===== config.mk =====
export PLATFORM = sky130hd
export DESIGN_NAME = stroke_segment_quad_extruder
export DESIGN_NICKNAME = d
export VERILOG_FILES = /design/src/rtl/core/sseq_pkg.sv /design/src/rtl/core/sseq_ctrl.sv /design/src/rtl/core/sseq_datapath.sv /design/src/rtl/core/stroke_segment_quad_extruder.sv
export SDC_FILE = /design/constraint.sdc
export NUM_CORES = 2
export LEC_CHECK = 0
export ABC_AREA = 1
export BUFFER_PORTS_ARGS = -buffer_cell sky130_fd_sc_hd__buf_2
export CAP_MARGIN = 20
export CORE_UTILIZATION = 59
export DETAILED_ROUTE_END_ITERATION = 16
export PLACE_DENSITY_LB_ADDON = 0.3
export RECOVER_POWER = 25
export REMOVE_ABC_BUFFERS = 1
export SLEW_MARGIN = 30
export SYNTH_ARGS = -nofsm -noshare
export SYNTH_HDL_FRONTEND = slang
export SYNTH_SLANG_ARGS = --single-unit

===== constraint.sdc =====
create_clock -name clk -period 7.2 [get_ports clk]
set_input_delay 0 -clock clk [delete_from_list [all_inputs] [get_ports clk]]
set_output_delay 0 -clock clk [all_outputs]
set_load 0.01 [all_outputs]

===== src/rtl/core/sseq_pkg.sv =====
package sseq_pkg;

  // Default coordinate width (point and vertex magnitude bits)
  localparam int COORD_BITS_DEF = 16;

  // Field widths fixed by the interface
  localparam int IN_W    = 16;
  localparam int BRUSH_W = 12;
  localparam int PRESS_W = 16;
  localparam int COLOR_W = 32;
  localparam int Q_W     = 13;   // rounded offset magnitude bits
  localparam int OFF_W   = Q_W + 1;

  // Register reset values
  localparam logic [BRUSH_W-1:0] BRUSH_RESET  = 12'd80;
  localparam logic [COLOR_W-1:0] COLOUR_RESET = 32'hFF0000FF;

  // Pen commands
  localparam logic [1:0] CMD_BEGIN = 2'd0;
  localparam logic [1:0] CMD_ADD   = 2'd1;
  localparam logic [1:0] CMD_END   = 2'd2;

  // Register indexes
  localparam logic REG_BRUSH  = 1'b0;
  localparam logic REG_COLOUR = 1'b1;

  // Controller to datapath commands
  typedef struct packed {
    logic       cap_start;   // record a stroke start point
    logic       cap_end;     // record the new end point
    logic       diff;        // form dx, dy magnitudes
    logic       square;      // square the magnitudes
    logic       root_init;   // load the square-root unit
    logic       root_step;   // one square-root iteration
    logic       den;         // form the divisor
    logic       mul1;        // magnitude times brush
    logic       mul2;        // times pressure, load divider
    logic       div_step;    // one quotient bit
    logic       store_off;   // write signed offset
    logic       load_out;    // load output vertex
    logic       commit;      // end point becomes previous point
    logic [1:0] sel;         // offset or vertex select
  } dp_cmd_t;

endpackage


===== src/rtl/core/sseq_ctrl.sv =====
module sseq_ctrl #(
  parameter int COORD_BITS = sseq_pkg::COORD_BITS_DEF
) (
  input  logic              clk,
  input  logic              rst_n,
  input  logic              in_tvalid,
  output logic              in_tready,
  input  logic [1:0]        in_command,
  output logic              out_tvalid,
  input  logic              out_tready,
  output sseq_pkg::dp_cmd_t cmd
);

  localparam int W    = (COORD_BITS < 16) ? COORD_BITS : 16;
  localparam int RW   = W + 8;
  localparam int CNTW = $clog2(RW);

  typedef enum logic [10:0] {
    S_IDLE   = 11'b00000000001,
    S_DIFF   = 11'b00000000010,
    S_SQUARE = 11'b00000000100,
    S_RINIT  = 11'b00000001000,
    S_ROOT   = 11'b00000010000,
    S_DEN    = 11'b00000100000,
    S_MUL1   = 11'b00001000000,
    S_MUL2   = 11'b00010000000,
    S_DIV    = 11'b00100000000,
    S_STORE  = 11'b01000000000,
    S_SEND   = 11'b10000000000
  } state_t;

  state_t          state_r, state_nxt;
  logic [CNTW-1:0] cnt_r, cnt_nxt;
  logic [1:0]      k_r, k_nxt;
  logic            drawing_r, drawing_nxt;
  logic            load_r, load_nxt;   // output vertex load pending in SEND
  logic            acc;

  assign in_tready  = (state_r == S_IDLE);
  assign acc        = in_tvalid & in_tready;
  assign out_tvalid = (state_r == S_SEND) & ~load_r;

  // Sequence one request through the datapath
  always_comb begin
    state_nxt   = state_r;
    cnt_nxt     = cnt_r;
    k_nxt       = k_r;
    drawing_nxt = drawing_r;
    load_nxt    = 1'b0;
    cmd         = '0;
    cmd.sel     = k_r;
    case (state_r)
      S_IDLE: begin
        if (acc) begin
          if (in_command == sseq_pkg::CMD_BEGIN) begin
            cmd.cap_start = 1'b1;
            drawing_nxt   = 1'b1;
          end else if (in_command == sseq_pkg::CMD_END) begin
            drawing_nxt = 1'b0;
          end else if (in_command == sseq_pkg::CMD_ADD && drawing_r) begin
            cmd.cap_end = 1'b1;
            state_nxt   = S_DIFF;
          end
        end
      end
      S_DIFF: begin
        cmd.diff  = 1'b1;
        state_nxt = S_SQUARE;
      end
      S_SQUARE: begin
        cmd.square = 1'b1;
        state_nxt  = S_RINIT;
      end
      S_RINIT: begin
        cmd.root_init = 1'b1;
        cnt_nxt       = CNTW'(RW - 1);
        state_nxt     = S_ROOT;
      end
      S_ROOT: begin
        cmd.root_step = 1'b1;
        cnt_nxt       = cnt_r - 1'b1;
        if (cnt_r == '0) state_nxt = S_DEN;
      end
      S_DEN: begin
        cmd.den   = 1'b1;
        k_nxt     = 2'd0;
        state_nxt = S_MUL1;
      end
      S_MUL1: begin
        cmd.mul1  = 1'b1;
        state_nxt = S_MUL2;
      end
      S_MUL2: begin
        cmd.mul2  = 1'b1;
        cnt_nxt   = CNTW'(sseq_pkg::Q_W - 1);
        state_nxt = S_DIV;
      end
      S_DIV: begin
        cmd.div_step = 1'b1;
        cnt_nxt      = cnt_r - 1'b1;
        if (cnt_r == '0) state_nxt = S_STORE;
      end
      S_STORE: begin
        cmd.store_off = 1'b1;
        k_nxt         = k_r + 1'b1;
        if (k_r == 2'd3) begin
          state_nxt = S_SEND;
          load_nxt  = 1'b1;
        end else begin
          state_nxt = S_MUL1;
        end
      end
      S_SEND: begin
        if (load_r) begin
          cmd.load_out = 1'b1;
        end else if (out_tready) begin
          k_nxt = k_r + 1'b1;
          if (k_r == 2'd3) begin
            cmd.commit = 1'b1;
            state_nxt  = S_IDLE;
          end else begin
            load_nxt = 1'b1;
          end
        end
      end
      default: state_nxt = S_IDLE;
    endcase
  end

  // Hold controller state
  always_ff @(posedge clk) begin
    if (!rst_n) begin
      state_r   <= S_IDLE;
      cnt_r     <= '0;
      k_r       <= '0;
      drawing_r <= 1'b0;
      load_r    <= 1'b0;
    end else begin
      state_r   <= state_nxt;
      cnt_r     <= cnt_nxt;
      k_r       <= k_nxt;
      drawing_r <= drawing_nxt;
      load_r    <= load_nxt;
    end
  end

endmodule


===== src/rtl/core/sseq_datapath.sv =====
module sseq_datapath #(
  parameter int COORD_BITS = sseq_pkg::COORD_BITS_DEF
) (
  input  logic                         clk,
  input  logic                         rst_n,
  input  sseq_pkg::dp_cmd_t            cmd,
  input  logic [sseq_pkg::IN_W-1:0]    in_x,
  input  logic [sseq_pkg::IN_W-1:0]    in_y,
  input  logic [sseq_pkg::PRESS_W-1:0] in_p,
  input  logic                         cfg_we,
  input  logic                         cfg_index,
  input  logic [sseq_pkg::COLOR_W-1:0] cfg_data,
  output logic [COORD_BITS:0]          vtx_x,
  output logic [COORD_BITS:0]          vtx_y,
  output logic [sseq_pkg::COLOR_W-1:0] vtx_colour,
  output logic [1:0]                   vtx_index,
  output logic                         vtx_last
);

  localparam int C    = COORD_BITS;
  localparam int W    = (C < 16) ? C : 16;     // used point bits
  localparam int RW   = W + 8;                 // root bits
  localparam int VW   = 2 * RW;                // radicand bits
  localparam int M1W  = W + sseq_pkg::BRUSH_W;
  localparam int PW   = M1W + sseq_pkg::PRESS_W;
  localparam int DENW = RW + 16;
  localparam int RNW  = DENW + sseq_pkg::Q_W - 1;
  localparam int SW   = ((C > 14) ? C : 14) + 3;
  localparam int OW   = sseq_pkg::OFF_W;

  // Configuration registers
  logic [sseq_pkg::BRUSH_W-1:0] brush_r;
  logic [sseq_pkg::COLOR_W-1:0] colour_r;

  // Stroke points
  logic [W-1:0]                 x0_r, y0_r, x1_r, y1_r;
  logic [sseq_pkg::PRESS_W-1:0] p0_r, p1_r;
  logic [sseq_pkg::COLOR_W-1:0] c0_r, c1_r;

  // Working registers
  logic [W-1:0]      mx_r, my_r;
  logic              dxn_r, dyn_r;
  logic [2*W-1:0]    sqx_r, sqy_r;
  logic [VW-1:0]     v_r, rt_r, bit_r;
  logic [DENW-1:0]   den_r;
  logic [M1W-1:0]    m1_r;
  logic [RNW-1:0]    rem_r, dv_r;
  logic [sseq_pkg::Q_W-1:0] q_r;
  logic [OW-1:0]     off_r [4];

  logic [W:0]        dx_s, dy_s;
  logic [VW:0]       trial;
  logic [RW-1:0]     lenq;
  logic [W-1:0]      mag;
  logic [sseq_pkg::PRESS_W-1:0] psel;
  logic [PW-1:0]     prod;
  logic              neg;
  logic [OW-1:0]     qs;

  assign dx_s = {1'b0, x1_r} - {1'b0, x0_r};
  assign dy_s = {1'b0, y1_r} - {1'b0, y0_r};
  assign trial = {1'b0, v_r} - ({1'b0, rt_r} + {1'b0, bit_r});
  assign lenq  = rt_r[RW-1:0];
  assign mag   = cmd.sel[0] ? mx_r : my_r;
  assign psel  = cmd.sel[1] ? p1_r : p0_r;
  assign prod  = m1_r * psel;
  // x offset is -dy, y offset is +dx
  assign neg   = cmd.sel[0] ? dxn_r : ~dyn_r;
  assign qs    = neg ? (OW'(0) - {1'b0, q_r}) : {1'b0, q_r};

  // Take register writes
  always_ff @(posedge clk) begin
    if (!rst_n) begin
      brush_r  <= sseq_pkg::BRUSH_RESET;
      colour_r <= sseq_pkg::COLOUR_RESET;
    end else if (cfg_we) begin
      if (cfg_index == sseq_pkg::REG_BRUSH) brush_r <= cfg_data[sseq_pkg::BRUSH_W-1:0];
      else colour_r <= cfg_data;
    end
  end

  // Hold previous point
  always_ff @(posedge clk) begin
    if (!rst_n) begin
      x0_r <= '0;
      y0_r <= '0;
      p0_r <= '0;
      c0_r <= '0;
    end else if (cmd.cap_start) begin
      x0_r <= in_x[W-1:0];
      y0_r <= in_y[W-1:0];
      p0_r <= in_p;
      c0_r <= colour_r;
    end else if (cmd.commit) begin
      x0_r <= x1_r;
      y0_r <= y1_r;
      p0_r <= p1_r;
      c0_r <= c1_r;
    end
  end

  // Offset arithmetic
  always_ff @(posedge clk) begin
    if (cmd.cap_end) begin
      x1_r <= in_x[W-1:0];
      y1_r <= in_y[W-1:0];
      p1_r <= in_p;
      c1_r <= colour_r;
    end
    if (cmd.diff) begin
      dxn_r <= dx_s[W];
      dyn_r <= dy_s[W];
      mx_r  <= dx_s[W] ? W'(~dx_s + 1'b1) : dx_s[W-1:0];
      my_r  <= dy_s[W] ? W'(~dy_s + 1'b1) : dy_s[W-1:0];
    end
    if (cmd.square) begin
      sqx_r <= mx_r * mx_r;
      sqy_r <= my_r * my_r;
    end
    // bit-serial integer square root of len2 * 2^14
    if (cmd.root_init) begin
      v_r   <= VW'({({1'b0, sqx_r} + {1'b0, sqy_r}), 14'b0});
      rt_r  <= '0;
      bit_r <= VW'(1) << (VW - 2);
    end
    if (cmd.root_step) begin
      if (!trial[VW]) begin
        v_r  <= trial[VW-1:0];
        rt_r <= (rt_r >> 1) + bit_r;
      end else begin
        rt_r <= rt_r >> 1;
      end
      bit_r <= bit_r >> 2;
    end
    if (cmd.den) den_r <= {lenq, 16'b0} - DENW'(lenq);
    if (cmd.mul1) m1_r <= mag * brush_r;
    // numerator with half divisor for rounding
    if (cmd.mul2) begin
      rem_r <= RNW'({prod, 7'b0}) + RNW'(den_r >> 1);
      dv_r  <= RNW'(den_r) << (sseq_pkg::Q_W - 1);
      q_r   <= '0;
    end
    // restoring division, one quotient bit a cycle
    if (cmd.div_step) begin
      if (rem_r >= dv_r) begin
        rem_r <= rem_r - dv_r;
        q_r   <= {q_r[sseq_pkg::Q_W-2:0], 1'b1};
      end else begin
        q_r   <= {q_r[sseq_pkg::Q_W-2:0], 1'b0};
      end
      dv_r <= dv_r >> 1;
    end
    // zero-length segment gets a zero normal
    if (cmd.store_off) off_r[cmd.sel] <= (lenq == '0) ? '0 : qs;
  end

  // Vertex build and saturation
  logic [W-1:0]          px, py;
  logic [OW-1:0]         ox, oy;
  logic signed [SW-1:0]  sx, sy, ex, ey;
  logic [C:0]            satx, saty;

  assign px = cmd.sel[1] ? x1_r : x0_r;
  assign py = cmd.sel[1] ? y1_r : y0_r;
  assign ox = cmd.sel[1] ? off_r[2] : off_r[0];
  assign oy = cmd.sel[1] ? off_r[3] : off_r[1];
  assign ex = $signed({{(SW-OW){ox[OW-1]}}, ox});
  assign ey = $signed({{(SW-OW){oy[OW-1]}}, oy});
  assign sx = cmd.sel[0] ? $signed({{(SW-W){1'b0}}, px}) - ex
                         : $signed({{(SW-W){1'b0}}, px}) + ex;
  assign sy = cmd.sel[0] ? $signed({{(SW-W){1'b0}}, py}) - ey
                         : $signed({{(SW-W){1'b0}}, py}) + ey;

  always_comb begin
    if (sx[SW-1:C] == {(SW-C){sx[C]}}) satx = sx[C:0];
    else if (sx[SW-1]) satx = {1'b1, {C{1'b0}}};
    else satx = {1'b0, {C{1'b1}}};
    if (sy[SW-1:C] == {(SW-C){sy[C]}}) saty = sy[C:0];
    else if (sy[SW-1]) saty = {1'b1, {C{1'b0}}};
    else saty = {1'b0, {C{1'b1}}};
  end

  // Load output register
  always_ff @(posedge clk) begin
    if (cmd.load_out) begin
      vtx_x      <= satx;
      vtx_y      <= saty;
      vtx_colour <= cmd.sel[1] ? c1_r : c0_r;
      vtx_index  <= cmd.sel;
      vtx_last   <= (cmd.sel == 2'd3);
    end
  end

endmodule


===== src/rtl/core/stroke_segment_quad_extruder.sv =====
// Channel | Group  | Fields (low bit up)
// input   | in_    | tuser: command; tdata: pos_x, pos_y, pen_pressure
// output  | out_   | tuser: vertex_index; tlast: last_vertex;
//         |        | tdata: vertex_x, vertex_y, vertex_colour, zero pad
// config  | cfg_   | index 0 brush_half_width, 1 pen_colour
// An add point runs, in order: set-up (difference, square, square-root
// load), COORD_BITS'+8 square-root steps (COORD_BITS' = min(COORD_BITS,
// 16)), the divisor step, 4 offsets (two multiplies, 13 quotient steps,
// store) and the send of four vertices, each loaded into the output
// register and then offered. Begin, end and ignored requests are handled
// in the idle state. No request is taken while vertices are pending.
// Reset is synchronous; it clears the stroke state and restores registers.
module stroke_segment_quad_extruder #(
  parameter int COORD_BITS = sseq_pkg::COORD_BITS_DEF,
  localparam int DATAW = ((2 * COORD_BITS + 34 + 7) / 8) * 8
) (
  input  logic             clk,
  input  logic             rst_n,
  input  logic             in_tvalid,
  output logic             in_tready,
  input  logic [47:0]      in_tdata,   // pos_x, pos_y, pen_pressure
  input  logic [1:0]       in_tuser,   // command
  output logic             out_tvalid,
  input  logic             out_tready,
  output logic [DATAW-1:0] out_tdata,  // vertex_x, vertex_y, vertex_colour
  output logic [1:0]       out_tuser,  // vertex_index
  output logic             out_tlast,
  input  logic             cfg_we,
  input  logic             cfg_index,
  input  logic [31:0]      cfg_data
);

  sseq_pkg::dp_cmd_t cmd;
  logic [COORD_BITS:0] vx, vy;
  logic [31:0]         vcol;

  sseq_ctrl #(.COORD_BITS(COORD_BITS)) u_ctrl (
    .clk        (clk),
    .rst_n      (rst_n),
    .in_tvalid  (in_tvalid),
    .in_tready  (in_tready),
    .in_command (in_tuser),
    .out_tvalid (out_tvalid),
    .out_tready (out_tready),
    .cmd        (cmd)
  );

  sseq_datapath #(.COORD_BITS(COORD_BITS)) u_dp (
    .clk        (clk),
    .rst_n      (rst_n),
    .cmd        (cmd),
    .in_x       (in_tdata[15:0]),
    .in_y       (in_tdata[31:16]),
    .in_p       (in_tdata[47:32]),
    .cfg_we     (cfg_we),
    .cfg_index  (cfg_index),
    .cfg_data   (cfg_data),
    .vtx_x      (vx),
    .vtx_y      (vy),
    .vtx_colour (vcol),
    .vtx_index  (out_tuser),
    .vtx_last   (out_tlast)
  );

  // Pack the vertex
  assign out_tdata = DATAW'({vcol, vy, vx});

endmodule


# Word-level counts from Yosys, hierarchy flattened
# Memories as Yosys holds them, arrays and structs flattened.
# Index checks and enable logic that the tools add are counted.
# W data, S select, Z words.
[op_classes]
n_addsub = 18
n_bitwise = 7
muxes = 85
shift = 0
reduce_logical = 16
magnitude_cmp = 1
multipliers = 4
div = 0
n_eq_ne = 25
[op_table]
columns = ["operator", "n"]
rows = [
  ["$mux W48", 6],
  ["$mux W16", 12],
  ["$mux W52", 3],
  ["$pmux W11 S11", 1],
  ["$mux W11", 10],
  ["$mux W51", 2],
  ["$mux W32", 3],
  ["$mux W45", 2],
  ["$mux W17", 4],
  ["$mul A16 B16 Y32", 2],
  ["$mux W14", 4],
  ["$add A51 B39 Y52", 1],
  ["$ge A52 B52 Y1", 1],
  ["$sub A52 B52 Y52", 1],
  ["$add A48 B47 Y49", 1],
  ["$sub A48 B49 Y49", 1],
  ["$add A47 B47 Y48", 1],
  ["$mul A28 B16 Y44", 1],
  ["$sub A40 B24 Y40", 1],
  ["$mux W19", 2],
  ["$add A17 B14 Y18", 2],
  ["$sub A17 B14 Y18", 2],
  ["$sub A16 B16 Y17", 2],
  ["$add A32 B32 Y33", 1],
  ["40 further kinds", 90],
]
[totals]
n_memories = 1
word_cells = 193
ff_bits = 696
in_bits = 88
latchBits = 0
ram_bits = 56
mem_bits_ro = 0
[memory_table]
columns = ["name", "depth", "width", "rd", "rd_ports_with_merged_regs", "wr", "line_no", "text"]
rows = [
  ["u_dp.off_r", 4, 14, 4, 0, 1, "sseq_datapath.sv:49", "logic [OW-1:0] off_r [4];"],
]

# Logic depth before layout (Yosys ltp)
[depth]
depth_word = 8
mapped_depth = 45

# Hierarchy
# Synthesis repeated with hierarchy kept, for this count alone.
[unflattened]
cells_unflattened = 10705
area_unflattened_um2 = 83412.5
[modules_own_cells]
columns = ["mod", "seq_area_each_um2", "area_per_inst_um2", "n_inst", "cells_each"]
rows = [
  ["sseq_datapath", 19658.9, 82103.7, 1, 10493],
  ["sseq_ctrl", 400.4, 1260.0, 1, 205],
  ["stroke_segment_quad_extruder", 0.0, 48.8, 1, 7],
]

# Least setup slack after synthesis
# Ideal clock, no wire load.
[synth_path]
kind = "register to register"
start = "register u_ctrl.k_r[1]"
end = "register u_dp.rem_r[46]"
setup_time_ns = 0.070
stages_incl_launch_ff = 40
arrival_ns = 7.716
synth_period_minus_slack_ns = 7.786
slack_ns = -0.586
path_cell_list = "dfxtp_1 buf_6 buf_6 buf_6 clkbuf_1 o21ai_1 inv_1 clkbuf_1 nand2_1 fa_1 inv_1 fa_1 inv_1 fa_1 inv_1 fa_1 fa_1 inv_1 [... 4 more ...] nor2_1 nand2_1 nor3_1 a21oi_1 xnor2_1 ha_1 nand2_1 nor2_1 inv_1 nor2_1 nand3_1 o21ai_0 nand2_1 nand2_1 nand2_1 nand2_1 nand3_1 a21oi_1"
[synth_via]
elab_chain_cells = 6
[synth_lines]
columns = ["element", "line_no", "text"]
rows = [
  ["start: declaration", "sseq_ctrl.sv:34", "logic [1:0] k_r, k_nxt;"],
  ["start signal: assignment", "sseq_ctrl.sv:141", "k_r <= k_nxt;"],
  ["$mux W16 (*)", "sseq_datapath.sv:65", "assign psel = cmd.sel[1] ? p1_r : p0_r;"],
  ["$mul A28 B16 Y44 (*)", "sseq_datapath.sv:66", "assign prod = m1_r * psel;"],
  ["$add A51 B39 Y52 (*)", "sseq_datapath.sv:139", "rem_r <= RNW'({prod, 7'b0}) + RNW'(den_r >> 1);"],
  ["$mux W52 (*)", "sseq_datapath.sv:138", "if (cmd.mul2) begin"],
  ["$mux W52", "sseq_datapath.sv:145", "if (rem_r >= dv_r) begin"],
  ["$mux W52 (*)", "sseq_datapath.sv:144", "if (cmd.div_step) begin"],
  ["end signal: assignment", "sseq_datapath.sv:139", ""],
  ["end signal: assignment", "sseq_datapath.sv:146", "rem_r <= rem_r - dv_r;"],
  ["end: declaration", "sseq_datapath.sv:47", "logic [RNW-1:0] rem_r, dv_r;"],
]
# Mark *: on every way between the ends. The rest lies on a longest branch, timed or not.
# A chain may end at the register's enable or synchronous reset.

# Worst setup path in the final report
[layout_path]
start = "register u_ctrl.k_r[1]"
end = "register u_dp.rem_r[30]"
# The elaborated chain is that of the path after synthesis.

==> summary.md <==
| Metric | Value |
|---|---|
| Status | `finished with violations` |
| Failing checks | `capacitance limit, slew limit, setup timing` |
| Detailed-route wire length | `252000 um` |
| Comb power frac | `53.0%` |
| Syn Std Cell Area | `82800 sq um` |
| DR DRC count | `0` |
| Core Rows | `137` |
| Layout cells sized above 1 | `10.34%` |
| Max_cap viols | `1` |
| Iter 0 DRT Violations | `5897` |
| Most frequent cells after synthesis | `nand2_1, inv_1, fa_1, nor2_1, ha_1` |
| Root Driver | `clkbuf_16` |
| Number of synthesized flops with an enable pin | `504` |
| Hold path cells | `2` |
| Setup repair after global routing missed its margin | `true` |
| Internal Pwr Total | `12.06 mW` |
| Syn_area_per_cell | `7.856 sq um` |
| Pwr Density | `220.2 nW/um^2` |
| Delay-heaviest family, CP | `adder cells` |
| Global route overflow | `0` |
| Placed cell count | `12780` |
| First-pass DRT Iterations | `6` |
| Routed WL per cell | `19.15 um` |
| TritonCTS clock tree | `built` |
| Sw Ratio | `42.61%` |
| Die Span X | `376.6 um` |
| Cell variety after synth | `67` |
| H-Tree Depth | `3` |
| Vias in the first global route | `73750` |
| DIE AREA | `141900 sq um` |
| WP data required | `7.81 ns` |
| Final nets | `12830` |
| Final GP Congestion | `1.014` |
| Reg2Reg Depth | `35` |
| DP Wirelength | `198500 um` |
| Critical path endpoint category | `flip-flop` |
| Critical path peak fanout | `8` |
| CTS Buffer Depth | `3` |
| Clock power frac | `21.6%` |
| Most used cell, CP | `fa_1` |
| Area leader, netlist | `fa_1` |
| Initial core utilization | `59.42%` |
| Slew @ Worst Pin | `3.121 ns` |
| Switch Pwr | `8.956 mW` |
| Hold_sp | `in_tdata[4]` |
| Yosys reg bits | `750` |
| Count leader, synth | `nand2_1` |
| Worst Slack Setup Final | `-0.1898 ns` |
| Slew Viols, Final | `63` |
| Largest net degree at the start of global routing | `90` |
| Fillcell total | `11510` |
| First-pass GRT wire length | `394400 um` |
| Fin crit share | `102.6%` |
| Finished Layout Cells | `13160` |
| Clock latency on the worst-skew pair | `0.74 ns` |
| Final Power | `21.02 mW` |
| Fin util | `68.50%` |
| Post-synth top flop | `edfxtp_1` |
| HP Class | `primary input to flip-flop` |
| Inserted Diodes | `0` |
| Maximum VDD drop | `0.1988 mV` |
| Worst clock skew | `0.06035 ns` |
| CTS sink cnt | `750` |
| Area of the core | `139400 sq um` |
| Max Fclk | `0.1353 GHz` |
| Via density | `5.528` |
| Share of the synthesized area in the top cell type | `20.82%` |
| Buffers plus inverters on the worst setup path | `13` |
| Num CTS Buffers | `88` |
| Worst path max stage delay | `0.58 ns` |
| Hold Crit Endpoint | `u_dp.x1_r[4]` |
| Via count | `72750` |
| Antenna Nets Post-Route | `0` |
| Final setup vio count | `27` |
| Slowest cell on crit path | `fa_1` |
| GRT Overall Usage | `35.43%` |
| Worst EP arrival | `8.00 ns` |
| Critical path class | `flip-flop to flip-flop` |
| Leakage | `47.65 nW` |
| Worst R2R End | `u_dp.rem_r[30]` |
| Seq pwr share | `25.4%` |
| Flop2flop setup slack | `-0.19 ns` |
| Slew HR | `-108.1%` |
| RR Startpoint | `u_ctrl.k_r[1]` |
| Min Clock Period, post-route | `7.390 ns` |
| Area contributors post-synth | `fa_1, edfxtp_1, nand2_1` |
| Area Growth Syn to Fin | `15.29%` |
| Synth async-reset ratio | `0%` |
| Seq/Total Area, Yosys | `24.22%` |
| IO Pins | `165` |
| Synth Instances | `10540` |
| Initial antenna violation count | `6` |
| Setup crit start kind | `flip-flop` |
| Setup WS pre-CTS | `-0.6916 ns` |
| Ys Warns | `0` |
| Reg clk slew, reported paths | `0.06 ns` |
| IO buf count | `158` |
| Final Hold Vio Count | `0` |
| Die height | `376.6 um` |
layout by cell type, fill, tap and decap left out, types with 89 or more instances in the layout:
| master | count |
|---|---|
| nand3_1 | 284 |
| o21ai_0 | 478 |
| nor2_1 | 763 |
| dlygate4sd3_1 | 155 |
| inv_1 | 2284 |
| dfxtp_1 | 244 |
| xnor2_1 | 150 |
| clkbuf_16 | 91 |
| clkbuf_1 | 119 |
| a21oi_1 | 430 |
| buf_4 | 508 |
| fa_1 | 853 |
| ha_1 | 639 |
| nand2_1 | 2321 |
| xor2_1 | 246 |
| edfxtp_1 | 504 |
| o211ai_1 | 89 |
metal layers:
metal	global-route usage (%)	vias to the layer above	share of wire (%)	wire length, um
li1	-	34170	-	-
met1	44.59	34950	39	99330
met2	59.92	2900	48	120800
met3	4.900	723	7.3	18340
met4	17.30	8	5.4	13500
met5	0	-	0.023	59
power groups by stage:
| stage | Combinational (mW) | Sequential (mW) | Clock [mW] |
|---|---|---|---|
| final | 11.1 | 5.34 | 4.54 |
| after floorplan | 6.54 | 5.31 | 0 |
| after detailed placement | 9.83 | 5.41 | 0 |
| after CTS | 10.5 | 5.32 | 4.58 |
| after global placement | 9.68 | 5.40 | 0 |
| after global routing | 12.2 | 5.37 | 4.75 |
cells by family (layout without fill, tap and decap cells):
group,Yosys count,in the layout,share of synthesized area [%]
buffers and inverters,2645,3384,12.13
flip-flops,750,750,24.22
adder cells (fa/ha/maj),1534,1534,30.99
AO/OA/AOI/OAI,1418,1418,9.888
XOR/XNOR,414,414,4.402
AND/OR/NAND/NOR,3768,3768,18.24
multiplexers,10,10,0.1254
other,1,6,0.004529
how the worst max path moves through the flow:
stage | startpoint | to | cells past startpoint
after floorplan | u_ctrl.k_r[1] | u_dp.rem_r[40] | 34
after global placement | u_ctrl.k_r[1] | u_dp.rem_r[34] | 36
after detailed placement | u_ctrl.k_r[1] | u_dp.rem_r[47] | 33
after CTS | u_ctrl.k_r[1] | u_dp.rem_r[41] | 38
after global routing | u_ctrl.k_r[1] | u_dp.rem_r[50] | 36
final | u_ctrl.k_r[1] | u_dp.rem_r[30] | 35
flip-flops by register name, indices dropped and copies added, names as in the netlist, 32 cells and up:
| name | count |
|---|---|
| u_dp.c0_r | 32 |
| u_dp.c1_r | 32 |
| u_dp.colour_r | 32 |
| u_dp.den_r | 40 |
| u_dp.dv_r | 52 |
| u_dp.off_r | 56 |
| u_dp.rem_r | 52 |
| u_dp.rt_r | 48 |
| u_dp.v_r | 48 |
| u_dp.vtx_colour | 32 |
cell type report:
class,count,area [sq um],area share (%)
multi-input cells,7150,54480,57.07
clock inverters,57,541.8,0.5675
inverters,2346,8826,9.245
repair buffers,873,6847,7.172
clock buffers,108,2360,2.472
well taps,1876,2347,2.459
flip-flops and latches,750,20060,21.02
per-stage QoR:
step                      instance area [sq um]  setup TNS [ns]  hold slack [ns]
after floorplan                           81590          -86.98          0.09763
after global placement                    88830          -13.03           0.1921
after detailed placement                  88830          -17.03           0.1934
after CTS                                 94630         -0.8523         0.001435
after global routing                      95470          -10.99          0.05224
final                                     95470          -2.565          0.06730
repair_timing:
action	4_1_cts	5_1_grt
hold buffers	155	0
pin swaps	85	120
hold endpoints to repair	172	0
gates resized for setup	258	195
endpoints found under the setup margin	32	32
cloned	2	1
setup buffers	36	19
Note: power is estimated with default switching activity, not from simulation.
